### src/sv/stok_pkg.sv
// Package with shared types, constants and classification functions for the source tokenizer.
package stok_pkg;

   localparam int LINE_BITS_DEF = 16;
   localparam int KIND_W = 5;
   localparam int OUT_LINE_W = 16;
   localparam int QUEUE_DEPTH = 4;
   localparam int QUEUE_PTR_W = 2;

   localparam logic [KIND_W-1:0] K_END     = 5'd0;
   localparam logic [KIND_W-1:0] K_IDENT   = 5'd1;
   localparam logic [KIND_W-1:0] K_NUMBER  = 5'd2;
   localparam logic [KIND_W-1:0] K_STRING  = 5'd3;
   localparam logic [KIND_W-1:0] K_DIV     = 5'd14;
   localparam logic [KIND_W-1:0] K_UNKNOWN = 5'd26;

   localparam logic [7:0] CH_SLASH = 8'h2F;
   localparam logic [7:0] CH_UNDER = 8'h5F;
   localparam logic [7:0] CH_DOT   = 8'h2E;
   localparam logic [7:0] CH_LF    = 8'h0A;
   localparam logic [7:0] CH_TAB   = 8'h09;
   localparam logic [7:0] CH_QUOTE = 8'h22;
   localparam logic [7:0] CH_BSL   = 8'h5C;
   localparam logic [7:0] CH_EQ    = 8'h3D;
   localparam logic [7:0] CH_AMP   = 8'h26;
   localparam logic [7:0] CH_BAR   = 8'h7C;
   localparam logic [7:0] CH_N     = 8'h6E;
   localparam logic [7:0] CH_T     = 8'h74;

   typedef enum logic [3:0] {
      M_IDLE, M_SLASH, M_COMMENT, M_IDENT, M_NUM_INT, M_NUM_FRAC, M_STR, M_STR_ESC, M_PAIR
   } mode_type;

   // One result of the tokenizer.
   typedef struct packed {
      logic [KIND_W-1:0]     kind;
      logic [7:0]            text;
      logic                  text_valid;
      logic                  last;
      logic [OUT_LINE_W-1:0] line;
   } result_type;

   // Up to three result slots; one request produces at most two results.
   typedef struct packed {
      logic [1:0]  count;
      result_type  r0;
      result_type  r1;
      result_type  r2;
   } bundle_type;

   function automatic logic is_digit(input logic [7:0] c);
      return c >= 8'h30 && c <= 8'h39;
   endfunction

   function automatic logic is_ident_start(input logic [7:0] c);
      return (c >= 8'h61 && c <= 8'h7A) || (c >= 8'h41 && c <= 8'h5A) || c == CH_UNDER;
   endfunction

   function automatic logic is_space(input logic [7:0] c);
      return c == 8'h20 || (c >= 8'h09 && c <= 8'h0D);
   endfunction

   function automatic logic is_pair_start(input logic [7:0] c);
      return c == CH_EQ || c == 8'h21 || c == 8'h3C || c == 8'h3E || c == CH_AMP || c == CH_BAR;
   endfunction

   function automatic logic [KIND_W-1:0] single_kind(input logic [7:0] c);
      case (c)
         8'h28: return 5'd4;
         8'h29: return 5'd5;
         8'h7B: return 5'd6;
         8'h7D: return 5'd7;
         8'h2C: return 5'd8;
         8'h3B: return 5'd9;
         8'h2E: return 5'd10;
         8'h2B: return 5'd11;
         8'h2D: return 5'd12;
         8'h2A: return 5'd13;
         8'h25: return 5'd15;
         default: return K_UNKNOWN;
      endcase
   endfunction

   function automatic logic [KIND_W-1:0] pair_alone(input logic [7:0] c);
      case (c)
         8'h3D: return 5'd16;
         8'h21: return 5'd18;
         8'h3C: return 5'd20;
         8'h3E: return 5'd22;
         default: return K_UNKNOWN;
      endcase
   endfunction

   function automatic logic [KIND_W-1:0] pair_double(input logic [7:0] c);
      case (c)
         8'h3D: return 5'd17;
         8'h21: return 5'd19;
         8'h3C: return 5'd21;
         8'h3E: return 5'd23;
         8'h26: return 5'd24;
         default: return 5'd25;
      endcase
   endfunction

endpackage

### src/sv/stok_front.sv
// Front end: the scanner state machine that turns each request into a bundle of results.
module stok_front #(
   parameter int LINE_BITS = stok_pkg::LINE_BITS_DEF
) (
   input  logic                   clock,
   input  logic                   reset,
   input  logic                   in_valid,
   output logic                   in_ready,
   input  logic [7:0]             in_byte,
   input  logic                   in_end,
   output logic                   bnd_valid,
   input  logic                   bnd_ready,
   output stok_pkg::bundle_type   bnd_data
);

   localparam logic [LINE_BITS-1:0] LINE_TOP = {LINE_BITS{1'b1}};
   localparam logic [LINE_BITS-1:0] LINE_ONE = LINE_BITS'(1);
   localparam int OUT_W = stok_pkg::OUT_LINE_W;

   stok_pkg::mode_type     mode_ff, mode_in;
   logic [7:0]             held_char_ff, held_char_in;
   logic                   held_present_ff, held_present_in;
   logic [stok_pkg::KIND_W-1:0] held_kind_ff, held_kind_in;
   logic [LINE_BITS-1:0]   line_ff, line_in;
   logic [LINE_BITS-1:0]   tok_line_ff, tok_line_in;
   logic [OUT_W-1:0]       line_out, tok_line_out;
   stok_pkg::bundle_type   bnd;
   logic                   take;

   assign in_ready  = bnd_ready;
   assign bnd_valid = in_valid;
   assign bnd_data  = bnd;
   assign take      = in_valid && bnd_ready;
   assign line_out     = OUT_W'(line_ff);
   assign tok_line_out = OUT_W'(tok_line_ff);

   always_comb begin
      logic [1:0]        n;
      stok_pkg::result_type r [3];
      logic              rescan;
      logic [7:0]        c;
      logic [7:0]        ec;
      n = 2'd0;
      for (int i = 0; i < 3; i++) begin
         r[i] = '0;
      end
      rescan = 1'b0;
      c = in_byte;
      ec = c;
      mode_in = mode_ff;
      held_char_in = held_char_ff;
      held_present_in = held_present_ff;
      held_kind_in = held_kind_ff;
      line_in = line_ff;
      tok_line_in = tok_line_ff;

      if (in_end) begin
         case (mode_ff)
            stok_pkg::M_IDENT, stok_pkg::M_NUM_INT, stok_pkg::M_NUM_FRAC, stok_pkg::M_SLASH,
            stok_pkg::M_PAIR: begin
               r[0] = '{held_kind_ff, held_char_ff, 1'b1, 1'b1, tok_line_out};
               n = 2'd1;
            end
            stok_pkg::M_STR, stok_pkg::M_STR_ESC: begin
               r[0] = '{stok_pkg::K_STRING, held_present_ff ? held_char_ff : 8'd0,
                        held_present_ff, 1'b1, tok_line_out};
               n = 2'd1;
            end
            default: ;
         endcase
         r[n] = '{stok_pkg::K_END, 8'd0, 1'b0, 1'b1, line_out};
         n = n + 2'd1;
         mode_in = stok_pkg::M_IDLE;
         held_char_in = 8'd0;
         held_present_in = 1'b0;
         held_kind_in = '0;
         line_in = LINE_ONE;
         tok_line_in = LINE_ONE;
      end else begin
         case (mode_ff)
            stok_pkg::M_SLASH: begin
               if (c == stok_pkg::CH_SLASH) begin
                  held_present_in = 1'b0;
                  mode_in = stok_pkg::M_COMMENT;
               end else begin
                  r[0] = '{held_kind_ff, held_char_ff, 1'b1, 1'b1, tok_line_out};
                  n = 2'd1;
                  rescan = 1'b1;
               end
            end
            stok_pkg::M_COMMENT: begin
               if (c == stok_pkg::CH_LF) begin
                  rescan = 1'b1;
               end
            end
            stok_pkg::M_IDENT, stok_pkg::M_NUM_INT, stok_pkg::M_NUM_FRAC: begin
               if ((mode_ff == stok_pkg::M_IDENT &&
                    (stok_pkg::is_ident_start(c) || stok_pkg::is_digit(c))) ||
                   (mode_ff != stok_pkg::M_IDENT && stok_pkg::is_digit(c)) ||
                   (mode_ff == stok_pkg::M_NUM_INT && c == stok_pkg::CH_DOT)) begin
                  r[0] = '{held_kind_ff, held_char_ff, 1'b1, 1'b0, tok_line_out};
                  n = 2'd1;
                  held_char_in = c;
                  if (c == stok_pkg::CH_DOT) begin
                     mode_in = stok_pkg::M_NUM_FRAC;
                  end
               end else begin
                  r[0] = '{held_kind_ff, held_char_ff, 1'b1, 1'b1, tok_line_out};
                  n = 2'd1;
                  rescan = 1'b1;
               end
            end
            stok_pkg::M_STR, stok_pkg::M_STR_ESC: begin
               if (mode_ff == stok_pkg::M_STR &&
                   (c == stok_pkg::CH_QUOTE || c == stok_pkg::CH_LF)) begin
                  r[0] = '{stok_pkg::K_STRING, held_present_ff ? held_char_ff : 8'd0,
                           held_present_ff, 1'b1, tok_line_out};
                  n = 2'd1;
                  held_present_in = 1'b0;
                  mode_in = stok_pkg::M_IDLE;
                  rescan = (c == stok_pkg::CH_LF);
               end else if (mode_ff == stok_pkg::M_STR && c == stok_pkg::CH_BSL) begin
                  mode_in = stok_pkg::M_STR_ESC;
               end else begin
                  if (mode_ff == stok_pkg::M_STR_ESC) begin
                     ec = (c == stok_pkg::CH_N) ? stok_pkg::CH_LF :
                          (c == stok_pkg::CH_T) ? stok_pkg::CH_TAB : c;
                  end
                  if (held_present_ff) begin
                     r[0] = '{stok_pkg::K_STRING, held_char_ff, 1'b1, 1'b0,
                              tok_line_out};
                     n = 2'd1;
                  end
                  held_char_in = ec;
                  held_present_in = 1'b1;
                  held_kind_in = stok_pkg::K_STRING;
                  mode_in = stok_pkg::M_STR;
               end
            end
            stok_pkg::M_PAIR: begin
               if (c == (((held_char_ff == stok_pkg::CH_AMP) ||
                          (held_char_ff == stok_pkg::CH_BAR)) ? held_char_ff : stok_pkg::CH_EQ)) begin
                  r[0] = '{stok_pkg::pair_double(held_char_ff), held_char_ff, 1'b1, 1'b0,
                           tok_line_out};
                  r[1] = '{stok_pkg::pair_double(held_char_ff), c, 1'b1, 1'b1,
                           tok_line_out};
                  n = 2'd2;
                  held_present_in = 1'b0;
                  mode_in = stok_pkg::M_IDLE;
               end else begin
                  r[0] = '{held_kind_ff, held_char_ff, 1'b1, 1'b1, tok_line_out};
                  n = 2'd1;
                  rescan = 1'b1;
               end
            end
            default: rescan = 1'b1;
         endcase

         if (rescan) begin
            mode_in = stok_pkg::M_IDLE;
            held_present_in = 1'b0;
            if (stok_pkg::is_space(c)) begin
               if (c == stok_pkg::CH_LF && line_ff != LINE_TOP) begin
                  line_in = line_ff + LINE_ONE;
               end
            end else if (c == stok_pkg::CH_QUOTE) begin
               tok_line_in = line_ff;
               mode_in = stok_pkg::M_STR;
            end else if (c == stok_pkg::CH_SLASH || stok_pkg::is_ident_start(c) ||
                         stok_pkg::is_digit(c) || stok_pkg::is_pair_start(c)) begin
               tok_line_in = line_ff;
               held_char_in = c;
               held_present_in = 1'b1;
               if (c == stok_pkg::CH_SLASH) begin
                  mode_in = stok_pkg::M_SLASH;
                  held_kind_in = stok_pkg::K_DIV;
               end else if (stok_pkg::is_ident_start(c)) begin
                  mode_in = stok_pkg::M_IDENT;
                  held_kind_in = stok_pkg::K_IDENT;
               end else if (stok_pkg::is_digit(c)) begin
                  mode_in = stok_pkg::M_NUM_INT;
                  held_kind_in = stok_pkg::K_NUMBER;
               end else begin
                  mode_in = stok_pkg::M_PAIR;
                  held_kind_in = stok_pkg::pair_alone(c);
               end
            end else begin
               tok_line_in = line_ff;
               r[n] = '{stok_pkg::single_kind(c), c, 1'b1, 1'b1, line_out};
               n = n + 2'd1;
            end
         end
      end
      bnd.count = n;
      bnd.r0 = r[0];
      bnd.r1 = r[1];
      bnd.r2 = r[2];
   end

   always_ff @(posedge clock) begin
      if (reset) begin
         mode_ff <= stok_pkg::M_IDLE;
         held_char_ff <= 8'd0;
         held_present_ff <= 1'b0;
         held_kind_ff <= '0;
         line_ff <= LINE_ONE;
         tok_line_ff <= LINE_ONE;
      end else if (take) begin
         mode_ff <= mode_in;
         held_char_ff <= held_char_in;
         held_present_ff <= held_present_in;
         held_kind_ff <= held_kind_in;
         line_ff <= line_in;
         tok_line_ff <= tok_line_in;
      end
   end

   a_line_nonzero: assert property (@(posedge clock) disable iff (reset) line_ff != '0)
      else $error("line counter reached zero");
   a_end_resets: assert property (@(posedge clock) disable iff (reset)
      take && in_end |=> mode_ff == stok_pkg::M_IDLE && line_ff == LINE_ONE)
      else $error("end of source did not restart the scanner");
   a_comment_silent: assert property (@(posedge clock) disable iff (reset)
      take && !in_end && mode_ff == stok_pkg::M_COMMENT |-> bnd.count == 2'd0)
      else $error("comment produced a result");

endmodule

### src/sv/stok_back.sv
// Back end: a short bundle queue and a sequencer that delivers the results one at a time.
module stok_back (
   input  logic                   clock,
   input  logic                   reset,
   input  logic                   bnd_valid,
   output logic                   bnd_ready,
   input  stok_pkg::bundle_type   bnd_data,
   output logic                   out_valid,
   input  logic                   out_ready,
   output stok_pkg::result_type   out_data
);

   stok_pkg::bundle_type q_ff [stok_pkg::QUEUE_DEPTH];
   logic [stok_pkg::QUEUE_PTR_W-1:0] wr_ff, rd_ff;
   logic [stok_pkg::QUEUE_PTR_W:0]   cnt_ff, cnt_in;
   logic [1:0]                       sub_ff, sub_in;
   stok_pkg::bundle_type             head;
   logic                             push, pop, out_take;

   // Bundles with no results never enter the queue.
   assign bnd_ready = cnt_ff != 3'(stok_pkg::QUEUE_DEPTH);
   assign push      = bnd_valid && bnd_ready && bnd_data.count != 2'd0;
   assign head      = q_ff[rd_ff];
   assign out_valid = cnt_ff != '0;
   assign out_take  = out_valid && out_ready;
   assign pop       = out_take && (sub_ff + 2'd1 == head.count);

   always_comb begin
      case (sub_ff)
         2'd0: out_data = head.r0;
         2'd1: out_data = head.r1;
         default: out_data = head.r2;
      endcase
      sub_in = out_take ? (pop ? 2'd0 : sub_ff + 2'd1) : sub_ff;
      cnt_in = cnt_ff + {2'b0, push} - {2'b0, pop};
   end

   always_ff @(posedge clock) begin
      if (push) begin
         q_ff[wr_ff] <= bnd_data;
      end
   end

   always_ff @(posedge clock) begin
      if (reset) begin
         wr_ff <= '0;
         rd_ff <= '0;
         cnt_ff <= '0;
         sub_ff <= 2'd0;
      end else begin
         if (push) begin
            wr_ff <= wr_ff + 1'b1;
         end
         if (pop) begin
            rd_ff <= rd_ff + 1'b1;
         end
         cnt_ff <= cnt_in;
         sub_ff <= sub_in;
      end
   end

   a_no_overflow: assert property (@(posedge clock) disable iff (reset)
      cnt_ff <= 3'(stok_pkg::QUEUE_DEPTH))
      else $error("queue count out of range");
   a_sub_range: assert property (@(posedge clock) disable iff (reset)
      out_valid |-> sub_ff < head.count)
      else $error("result index beyond bundle");
   a_no_underflow: assert property (@(posedge clock) disable iff (reset)
      cnt_ff == '0 |-> !pop && sub_ff == 2'd0)
      else $error("pop from an empty queue");

endmodule

### src/sv/source_tokenizer_top.sv
// Top level of the source tokenizer: scanner front end feeding a queued result back end.
// The block takes one source byte per cycle while the queue has room, and gives one result
// per token character, or one empty result for an empty string or END; a request yields
// zero to two results, so the output delivers results at one per cycle while rsp_tready is
// high, and a request that makes two results can hold the input once the four-entry bundle
// queue between scanner and output fills. A request's first result is queued when it is
// taken and offered after any results ahead. Identifier and number characters appear one
// byte later than they arrive, since the next byte decides which one ends the token.
module source_tokenizer_top #(
   parameter int LINE_BITS = stok_pkg::LINE_BITS_DEF
) (
   input  logic        clock,
   input  logic        reset,
   input  logic        req_tvalid,
   output logic        req_tready,
   input  logic [7:0]  req_tdata,  // src_byte
   input  logic        req_tlast,  // end_of_source
   output logic        rsp_tvalid,
   input  logic        rsp_tready,
   output logic [31:0] rsp_tdata,  // token_kind[4:0], text_byte[12:5], text_valid[13],
                                   // start_line[29:14], zero[31:30]
   output logic        rsp_tlast   // token_last
);

   logic                 bnd_valid, bnd_ready;
   stok_pkg::bundle_type bnd_data;
   stok_pkg::result_type res;

   stok_front #(.LINE_BITS(LINE_BITS)) u_front (
      .clock(clock), .reset(reset),
      .in_valid(req_tvalid), .in_ready(req_tready),
      .in_byte(req_tdata), .in_end(req_tlast),
      .bnd_valid(bnd_valid), .bnd_ready(bnd_ready), .bnd_data(bnd_data)
   );

   stok_back u_back (
      .clock(clock), .reset(reset),
      .bnd_valid(bnd_valid), .bnd_ready(bnd_ready), .bnd_data(bnd_data),
      .out_valid(rsp_tvalid), .out_ready(rsp_tready), .out_data(res)
   );

   assign rsp_tdata = {2'b00, res.line, res.text_valid, res.text, res.kind};
   assign rsp_tlast = res.last;

endmodule
### config.mk
export PLATFORM = sky130hd
export DESIGN_NAME = source_tokenizer_top
export DESIGN_NICKNAME = d
export VERILOG_FILES = /design/src/sv/stok_pkg.sv /design/src/sv/stok_front.sv /design/src/sv/stok_back.sv /design/src/sv/source_tokenizer_top.sv
export SDC_FILE = /design/constraint.sdc
export NUM_CORES = 1
export LEC_CHECK = 0
export BUFFER_PORTS_ARGS = -buffer_cell sky130_fd_sc_hd__buf_2
export CAP_MARGIN = 20
export CELL_PAD_IN_SITES_DETAIL_PLACEMENT = 1
export CELL_PAD_IN_SITES_GLOBAL_PLACEMENT = 1
export CORE_UTILIZATION = 40
export DETAILED_ROUTE_END_ITERATION = 16
export PLACE_DENSITY_LB_ADDON = 0.1
export SYNTH_ARGS = -nofsm -noshare
export SYNTH_HDL_FRONTEND = slang
export SYNTH_SLANG_ARGS = --single-unit
### constraint.sdc
create_clock -name clock -period 9.7 [get_ports clock]
set_input_delay 0.485 -clock clock [delete_from_list [all_inputs] [get_ports clock]]
set_output_delay 0.485 -clock clock [all_outputs]
set_load 0.01 [all_outputs]
==> results.ini, run 1 <==
[routing]
wl_per_cell_um=25.05
vias_per_cell=5.698
dr.pass1.iters=10
final_antenna_net_count=0
vias=11130
drc=2
finalWirelength_um=48950
drt-initial-drc-count=666

[sta]
slew_headroom_pct=24.54
finalCriticalPeriod_ns=5.068
finalCritPeriodShare_pct=52.24
slew_viol_final=0
fmax_ghz=0.1973
tightest_slew_ns=1.128
final-hold-violation-count=0
skew_ns=0.01235
rsz0062_at_grt=no
finalSetupViolCount=0
setup_tns_ns=0

[placement]
dp_hpwl_um=29360
io_buffers=45
gp_congestion=0.7763

[cts]
post_cts_buffers=0
clkLatencyLatePin_ns=0.56
cts_buffers=46
cts_tree=yes
clockBufferDepth=3
cts.sinks=437
clk_pin_slew_ns=0.06
h-tree-depth=2
cts-root-buf=clkbuf_16
hold_buffers=0
ctsResizeCount=0

[setup_path]
required_ns=9.89
critPathArrivalTime_ns=5.26
crit_path_start_kind=flip-flop
rrSetupSlack_ns=4.63
cp-end-kind=flip-flop
critPathMaxFanout=51
worstSetupPathType=reg -> reg

[synthesis]
synth-async-reset-ratio_pct=0
synth_edf_count=376
syn_avg_cell_area_um2=14.88
ys_seq_area_share_pct=65.30
syn-cell-area_um2=19160
synth-main-ff-cell=edfxtp_1
synth.distinct_cells=79
ys_warn_count=0
syn_inst=1288
ys_seq_elements=437

[cells_and_area]
drive_above_1_share_pct=18.93
diodes=0
areaGrowthSynthToFinish_pct=11.77
fin_nets=1336

[outcome]
violations=design-rule violations
status=finished with violations

[floorplanning]
die_height_um=220.9
placementRows=79
io_pins=48
dieWidth_um=220.9
die_area_um2=48780
core_um2=46850
initial_core_util_pct=40.90

[grt]
antenna_found_initial=0
grt_usage_pct=20.30
grt_overflow=0
grt_max_degree=63
grt_pass1_wl_um=74910
first_global_vias=12010

[power_and_ir_drop]
fin_total_pwr_w=0.005073
max-vdd-ir-drop_v=0.00009731
powerDensity_nw_per_um2=236.9
p_leak_nw=6.965

[min_path]
worst_hold_path_type=in -> reg

[flow_run]
cap_viol_max_count=0

[kinds of logic after synthesis]
family | synth area share, %
compound gates | 8.522
xor+xnor | 0.8228
fa+ha+maj | 0.8881
buf+inv | 2.325
flops | 65.30
mux | 12.31
other cells | 0.01957
simple gates | 9.815
[cell usage after synthesis, types with 11 or more instances]
| library cell | number | area share (%) |
|---|---|---|
| a211oi_1 | 11 | 0.43 |
| nand2_1 | 114 | 2.2 |
| mux4_2 | 94 | 11 |
| and2_1 | 43 | 1.4 |
| edfxtp_1 | 376 | 59 |
| nor2_1 | 72 | 1.4 |
| buf_1 | 18 | 0.35 |
| a22o_1 | 44 | 2.0 |
| inv_1 | 21 | 0.41 |
| xnor2_1 | 16 | 0.73 |
| dfxtp_1 | 61 | 6.4 |
| nand2b_1 | 21 | 0.69 |
| nand3_1 | 15 | 0.39 |
| or3_1 | 13 | 0.42 |
| o21ai_0 | 17 | 0.44 |
| nor2b_1 | 23 | 0.75 |
| ha_1 | 12 | 0.78 |
| mux2i_1 | 23 | 1.2 |
| a22oi_1 | 34 | 1.3 |
| clkbuf_1 | 55 | 1.1 |
| nor3_1 | 15 | 0.39 |
| a21oi_1 | 38 | 0.99 |
[cell usage in the layout, fill, tap and decap left out, drive strengths merged, types with 16 or more instances in the layout]
master  Yosys  final
o21ai      23     23
a22o       44     44
dfxtp      61     61
a22oi      34     34
a21oi      42     42
nand2b     21     21
nor3       16     16
mux4       94     94
xnor2      16     16
edfxtp    376    376
and2       43     43
clkbuf     56     68
mux2i      23     23
buf        32     61
inv        21     22
nand2     114    114
nor2b      23     23
nor2       74     74
[final timing paths]
kind                                        startpoint                             to  cells after the start
setup / recovery  u_front.held_char_ff[5]$_SDFFE_PP0P_   u_back.q_ff[3][23]$_DFFE_PP_                     10
hold / removal                              rsp_tready  u_back.sub_ff[1]$_SDFFE_PP0P_                      3
setup reg to reg  u_front.held_char_ff[5]$_SDFFE_PP0P_   u_back.q_ff[3][23]$_DFFE_PP_                     10
hold reg to reg          u_back.sub_ff[1]$_SDFFE_PP0P_  u_back.sub_ff[1]$_SDFFE_PP0P_                      2
[worst max-delay path, cell delays in order (launching register included)]
cell and delay (ns):
dfxtp_1 0.42, or3b_2 0.51, or4_1 0.52, a21oi_1 0.30
and3_1 0.47, inv_1 0.17, ha_1 0.34, o41ai_1 0.10
a21oi_2 0.35, and2_4 0.70, buf_4 0.78
[metrics by stage]
step                instance area (um^2)  worst slack (ns)  utilization [%]  cells  hold slack, ns
finish                             21420             4.632            45.71   1954          0.2142
global route                       21420             4.239            45.71   1954          0.2053
CTS                                21410             4.554            45.69   1953          0.1801
detailed placement                 19930             4.257            42.54   1868          0.4510
global placement                   19930             4.345            42.54   1868          0.4423
floorplan                          19160             4.259                -   1289          0.4319
[power breakdown]
part / total (W) / switching (W) / internal (W)
clock: 0.00172 / 0.000713 / 0.00100
sequential: 0.00229 / 0.0000592 / 0.00223
combinational: 0.00107 / 0.000651 / 0.000418
total: 0.00507 / 0.00142 / 0.00365
[metal layers]
layer | vias up | routed length, um | global-route usage, %
met4 | 0 | 1228 | 6.519
met5 | - | 0 | 0
li1 | 5082 | - | -
met3 | 75 | 1599 | 2.802
met1 | 5811 | 20990 | 25.64
met2 | 165 | 25130 | 36.00
[cell type report]
cell class	count	area, um^2
Clock inverter	17	140.1
Sequential cell	437	12520
Multi-Input combinational cell	742	6233
Tap cell	607	759.5
Clock buffer	68	1335
Inverter	22	82.58
Timing Repair Buffer	61	345.3
Fill cell	4625	25440
[registers in the layout, indices dropped and copies added (netlist names), 2 cells and up, named ones only]
signal	flops
u_front.line_ff	16
u_front.held_char_ff	8
u_back.q_ff	376
u_back.rd_ff	2
u_front.tok_line_ff	16
u_back.sub_ff	2
u_front.mode_ff	4
u_front.held_kind_ff	5
u_back.cnt_ff	3
u_back.wr_ff	2
No activity file was read; power rests on OpenSTA's default activity.
==> inputs of run 2 (changes only) <==
--- a/config.mk
+++ b/config.mk
@@ -5,6 +5,7 @@
 export SDC_FILE = /design/constraint.sdc
 export NUM_CORES = 1
 export LEC_CHECK = 0
+export ABC_AREA = 1
 export BUFFER_PORTS_ARGS = -buffer_cell sky130_fd_sc_hd__buf_2
 export CAP_MARGIN = 20
 export CELL_PAD_IN_SITES_DETAIL_PLACEMENT = 1
==> constraint.sdc (replaced) <==
create_clock -name clock -period 4.6 [get_ports clock]
set_input_delay 0.23 -clock clock [delete_from_list [all_inputs] [get_ports clock]]
set_output_delay 0.23 -clock clock [all_outputs]
set_load 0.01 [all_outputs]
==> run 2 against run 1 <==
Effect of this change: the flow now finishes without violations; clock skew up 0.0043 ns; clock power rose by 110%; global-route usage rose by 3.8 points; setup slack worse by 4.0 ns; non-clock buffer count grew 20; count of clock-buffer cells in the layout unchanged; design area up 6.4%; synthesized area grew 5.7%; final cell count up 42%; sequential share of layout area down 3.5 points; combinational power rose to 4.2 times the previous value; first-iteration DRC count rose by 62%; largest cell class unchanged; highest routed layer unchanged.
==> results.ini, run 2 <==
[grt]
antenna_found_initial=0
grt_pass1_wl_um=93670
grt_max_degree=91
grt_overflow=0
grt_usage_pct=24.14
first_global_vias=15670

[sta]
setup_tns_ns=0
rsz0062_at_grt=no
finalCriticalPeriod_ns=4.004
finalCritPeriodShare_pct=87.05
final-hold-violation-count=0
slew_headroom_pct=26.90
skew_ns=0.01661
slew_viol_final=0
tightest_slew_ns=1.096
setup_slack_ns=0.5957
hold_slack_ns=0.07573
fmax_ghz=0.2497
finalSetupViolCount=0

[floorplanning]
placementRows=82
io_pins=48
core_um2=50070
die_height_um=227.1
die_area_um2=51550
dieWidth_um=227.1
initial_core_util_pct=40.46

[power_and_ir_drop]
max-vdd-ir-drop_v=0.0003004
powerDensity_nw_per_um2=597.6
p_leak_nw=8.066

[placement]
placed_cells=2681
dp_hpwl_um=39940
pre_cts_slack_ns=0.3014
io_buffers=45
gp_congestion=0.8643

[synthesis]
yosysMostFrequentCell=edfxtp_1
synth-xor-area-share_pct=0.2162
yosysTopAreaCellShare_pct=55.73
ys_seq_elements=437
synth-main-ff-cell=edfxtp_1
synthMuxAreaShare_pct=0
synth.distinct_cells=57
syn_avg_cell_area_um2=9.941
syn_inst=2038
synth_edf_count=376
synth-simple-area-share_pct=18.90
synth-async-reset-ratio_pct=0
yosysTopAreaCell=edfxtp_1
yosys-top-cells-count=376 x edfxtp_1, 339 x nand2_1, 288 x nor2_1
synth_fa_ha_area_share_pct=0.8399
ys_warn_count=0
ys_seq_area_share_pct=61.76
synth_area_leaders=edfxtp_1 56%, nand2_1 6.3%, dfxtp_1 6.0%
synth_compound_area_share_pct=13.31
syn-cell-area_um2=20260
synth_top_family_by_area=simple AND/OR/NAND/NOR gates

[cts]
clk_pin_slew_ns=0.06
h-tree-depth=2
hold_buffers=0
cts_tree=yes
ctsResizeCount=0
cts_buffers=47
cts-root-buf=clkbuf_16
cts.sinks=437
post_cts_buffers=0
clockBufferDepth=3
clkLatencyLatePin_ns=0.58

[outcome]
status=complete, no violations

[setup_path]
path_common_cell=nand2_1
path_buf_inv=3
critPathArrivalTime_ns=4.47
cpLargestDelayFamily=simple AND/OR/NAND/NOR gates
worstSetupPathType=reg -> reg
cp_slowest_cell=fa_1
required_ns=5.06
worstPathCellList=inv_2 -> nand2_1 -> nor2_1 -> nand2_1 -> nand3_1 -> nand3_1 -> nor2_1 -> nand2_1 -> nand2_2 -> nand3_1 -> inv_1 -> ha_1 -> nand4_1 -> a21oi_1 -> a21oi_2 -> nand3_2 -> nand2_1 -> inv_1 -> ha_1 -> fa_1 -> o21ai_0 -> a21oi_1
slowest_delay_ns=0.41
cp-end-kind=flip-flop
crit_path_start_kind=flip-flop
critPathMaxFanout=7

[cells_and_area]
utilization_pct=45.53
largestRegisters=u_back.q_ff: 376 flops, u_front.line_ff: 16 flops, u_front.tok_line_ff: 16 flops
largest_register=u_back.q_ff
areaGrowthSynthToFinish_pct=12.51
fin_nets=2084
fillers=5613
instances_no_fill=2769
mostFrequentLayoutCell=edfxtp_1
drive_above_1_share_pct=12.45
largest_reg_flops=376
mostFrequentLayoutCells=376 x edfxtp_1, 339 x nand2_1, 283 x nor2_1

[routing]
drt-initial-drc-count=1079
vias=15220
dr.pass1.iters=5
vias_per_cell=5.497
finalWirelength_um=60950
final_antenna_net_count=0
drc=0
wl_per_cell_um=22.01

[flow_run]
cap_viol_max_count=0

[min_path]
worst_hold_path_type=in -> reg

==> run 2: cell types whose count changed in the layout (fill, tap and decap cells not counted), moves of 39 or more <==
| cell | change |
|---|---|
| a22o_1 | -44 |
| and2_1 | -39 |
| nand3_1 | +143 |
| inv_1 | +82 |
| o21ai_0 | +196 |
| o22ai_1 | +92 |
| mux4_2 | -94 |
| nor2_1 | +213 |
| nand2_1 | +225 |
==> run 2: cells by family after synthesis <==
family / count (synthesis)
simple gates: 877
fa+ha+maj: 13
xor+xnor: 5
compound gates: 466
other cells: 1
flops: 437
buf+inv: 239
==> run 2: worst paths after layout <==
check / from / endpoint / slack (ns) / depth (start not counted)
worst max register to register: u_front.held_char_ff[0]$_SDFFE_PP0P_ / u_back.cnt_ff[2]$_SDFF_PP0_ / 0.60 / 22
worst max-delay path: u_front.held_char_ff[0]$_SDFFE_PP0P_ / u_back.cnt_ff[2]$_SDFF_PP0_ / 0.60 / 22
worst min-delay path: rsp_tready / u_back.sub_ff[1]$_SDFFE_PP0P_ / 0.08 / 4
worst min register to register: u_front.line_ff[3]$_SDFFE_PP0P_ / u_front.tok_line_ff[3]$_SDFFE_PP0P_ / 0.47 / 2
==> run 2: power breakdown <==
part	switching, W	leakage, nW	internal, W
clock	0.00157	0.708	0.00204
combinational	0.00328	3.34	0.00126
sequential	0.000219	4.02	0.00526
==> run 2: through the flow <==
step	cell area, um^2	power [W]
global route	22790	0.01435
floorplan	20270	0.008491
CTS	22790	0.01372
finish	22790	0.01362
global placement	21340	0.01003
detailed placement	21350	0.01012
==> run 2: worst reg2reg max path: stages (launching register included) <==
cell,delay (ns)
dfxtp_1,0.37
inv_2,0.15
nand2_1,0.07
nor2_1,0.23
nand2_1,0.16
nand3_1,0.11
nand3_1,0.07
nor2_1,0.16
nand2_1,0.09
nand2_2,0.12
nand3_1,0.13
inv_1,0.12
ha_1,0.24
nand4_1,0.09
a21oi_1,0.09
a21oi_2,0.19
nand3_2,0.14
nand2_1,0.40
inv_1,0.09
ha_1,0.23
fa_1,0.41
o21ai_0,0.17
a21oi_1,0.06
==> run 2: area by class of cell <==
type	count	area (um^2)	area share [%]
diodes	1	2.502	0.01098
flip-flops and latches	437	12520	54.91
multi-input cells	1363	6790	29.79
well taps	672	840.8	3.689
inverters	128	493.0	2.163
repair buffers	81	708.2	3.107
clock inverters	19	136.4	0.5983
clock buffers	68	1306	5.731
==> run 2: metal layers <==
layer | share of wire (%) | global-route usage, % | routed length [um] | vias up
met1 | 49 | 35.77 | 29800 | 7614
li1 | - | - | - | 7212
met4 | 1.6 | 5.347 | 986 | 0
met5 | 0 | 0 | 0 | -
met2 | 45 | 37.48 | 27340 | 323
met3 | 4.6 | 3.420 | 2818 | 73
==> inputs of run 3 (changes only) <==
--- a/config.mk
+++ b/config.mk
@@ -5,11 +5,11 @@
 export SDC_FILE = /design/constraint.sdc
 export NUM_CORES = 1
 export LEC_CHECK = 0
-export ABC_AREA = 1
 export BUFFER_PORTS_ARGS = -buffer_cell sky130_fd_sc_hd__buf_2
-export CAP_MARGIN = 20
+export CAP_MARGIN = 25
 export CELL_PAD_IN_SITES_DETAIL_PLACEMENT = 1
 export CELL_PAD_IN_SITES_GLOBAL_PLACEMENT = 1
+export CORE_MARGIN = 2
 export CORE_UTILIZATION = 40
 export DETAILED_ROUTE_END_ITERATION = 16
 export PLACE_DENSITY_LB_ADDON = 0.1
==> run 3 against run 2 <==
Effect of this change: via count is 26% lower; routed wire length shrank 18%; worst hold slack better by 0.043 ns; power down 20%; register-to-register slack worse by 0.23 ns; sequential cell count unchanged; design area fell by 4.2%; maximum frequency is 5.4% lower; first-iteration DRC count shrank 28%; sequential power fell by 12%; critical endpoint unchanged; combinational power fell by 48%; sequential share of layout area increased by 2.4 points.
==> results.ini, run 3 (synthesis results as in run 1) <==
[outcome]
status=complete, no violations

[grt]
first_global_vias=11990
antenna_found_initial=0
grt_overflow=0
grt_usage_pct=20.46
grt_pass1_wl_um=76650
grt_max_degree=55

[routing]
vias_per_cell=5.634
topRoutingLayerUsed=met4
final_antenna_net_count=0
route.met3.wl_um=1519
finalWirelength_um=49860
drc=0
met1_length_um=22540
wl_per_cell_um=24.98
wl_met2_um=24710
drt-initial-drc-count=778
vias=11250
dr.pass1.iters=4

[sta]
skew_ns=0.01307
setup_tns_ns=0
finalSetupViolCount=0
rsz0062_at_grt=no
fmax_ghz=0.2363
tightest_slew_ns=0.9848
finalCriticalPeriod_ns=4.232
slew_headroom_pct=34.13
finalCritPeriodShare_pct=92.01
final-hold-violation-count=0
slew_viol_final=0

[cts]
clk_pin_slew_ns=0.06
h-tree-depth=2
ctsResizeCount=0
clockBufferDepth=3
cts-root-buf=clkbuf_16
cts_buffers=47
cts.sinks=437
cts_tree=yes
clkLatencyLatePin_ns=0.57

[cells_and_area]
areaGrowthSynthToFinish_pct=13.96
diodes=0
drive_above_1_share_pct=20.71
mostFrequentLayoutCells=376 x edfxtp_1, 114 x nand2_1, 94 x mux4_2
largest_register=u_back.q_ff
mostFrequentLayoutCell=edfxtp_1
fin_nets=1373
utilization_pct=45.93
largestRegisters=u_back.q_ff: 376 flops, u_front.line_ff: 16 flops, u_front.tok_line_ff: 16 flops
largest_reg_flops=376
final_cell_area_um2=21840

[placement]
dp_hpwl_um=31880
gp_congestion=0.8349
place_area_um2=20310
io_buffers=45

[power_and_ir_drop]
powerDensity_nw_per_um2=496.4
max-vdd-ir-drop_v=0.0002748
p_leak_nw=7.193

[setup_path]
worstSetupPathType=reg -> reg
crit_path_start_kind=flip-flop
critPathArrivalTime_ns=4.67
cp-end-kind=flip-flop
r2r_cells=12
r2r_end=u_back.cnt_ff[2]$_SDFF_PP0_
required_ns=5.03
regToRegStartpoint=u_front.held_char_ff[1]$_SDFFE_PP0P_
critPathMaxFanout=9
rrSetupSlack_ns=0.37

[floorplanning]
die_area_um2=49670
io_pins=48
placementRows=80
die_height_um=222.9
initial_core_util_pct=40.30
dieWidth_um=222.9
core_um2=47550

[min_path]
worst_hold_path.endpoint=u_front.held_char_ff[5]$_SDFFE_PP0P_
holdPathStages=3
min-delay-start=req_tdata[5]
worst_hold_path_type=in -> reg

[flow_run]
cap_viol_max_count=0

[run 3: cell types whose count changed in the layout (fill, tap and decap cells not counted), moves of 82 or more]
cell / previous run / this run
o22ai_1: 97 / 5
nand2_1: 339 / 114
mux4_2: 0 / 94
nor2_1: 283 / 71
inv_1: 103 / 21
o21ai_0: 213 / 17
nand3_1: 158 / 15
[run 3: worst max-delay path, stage by stage (launching register included)]
cell	delay [ns]
dfxtp_1	0.45
or3b_2	0.50
or4_1	0.47
a21oi_1	0.29
a21oi_4	0.17
nor3b_2	0.42
ha_1	0.33
o41ai_1	0.40
a21oi_2	0.15
ha_1	0.27
fa_1	0.41
xnor2_1	0.18
nor2_1	0.05
[run 3: how the worst max path moves through the flow]
stage                                         start                           to  slack [ns]  cells after the start
6_report       u_front.held_char_ff[1]$_SDFFE_PP0P_  u_back.cnt_ff[2]$_SDFF_PP0_        0.37                     12
5_1_grt        u_front.held_char_ff[1]$_SDFFE_PP0P_  u_back.cnt_ff[2]$_SDFF_PP0_        0.11                     12
4_1_cts        u_front.held_char_ff[1]$_SDFFE_PP0P_  u_back.cnt_ff[2]$_SDFF_PP0_        0.36                     12
3_5_place_dp   u_front.held_char_ff[1]$_SDFFE_PP0P_  u_back.cnt_ff[2]$_SDFF_PP0_        0.39                     12
3_3_place_gp   u_front.held_char_ff[1]$_SDFFE_PP0P_  u_back.cnt_ff[2]$_SDFF_PP0_        0.44                     12
2_1_floorplan  u_front.held_char_ff[3]$_SDFFE_PP0P_  u_back.q_ff[0][0]$_DFFE_PP_        0.28                     11
[run 3: area by class of cell]
type | count | area [um^2]
fillers | 4650 | 25710
flip-flops and latches | 437 | 12520
multi-input cells | 742 | 6230
clock buffers | 65 | 1316
well taps | 615 | 769.5
repair buffers | 97 | 750.7
clock inverters | 18 | 167.7
inverters | 22 | 82.58
[run 3: what timing repair did]
item / in CTS / in global routing
setup buffers: 0 / 0
hold endpoints to repair: 1 / 0
hold buffers: 1 / 0
[run 3: layer usage]
| metal | up-vias | GRT usage [%] |
|---|---|---|
| met4 | 0 | 5.347 |
| met3 | 71 | 3.174 |
| met1 | 5876 | 27.73 |
| met5 | - | 0 |
| li1 | 5138 | - |
| met2 | 161 | 34.58 |
[run 3: power breakdown]
part	switching, W	leakage [nW]	total, W	internal (W)
Sequential	0.000125	3.95	0.00481	0.00469
Clock	0.00153	0.728	0.00369	0.00216
Combinational	0.00138	2.52	0.00234	0.000961
[run 3: per-stage QoR]
stage / setup slack, ns / std cells / hold WS, ns / total power (W)
floorplan: 0.2842 / 1289 / 0.3978 / 0.006357
global placement: 0.4394 / 1910 / 0.4454 / 0.007249
detailed placement: 0.3926 / 1910 / 0.4578 / 0.007285
CTS: 0.3571 / 1994 / 0.08752 / 0.01098
global route: 0.1074 / 1996 / 0.1407 / 0.01132
finish: 0.3677 / 1996 / 0.1192 / 0.01084
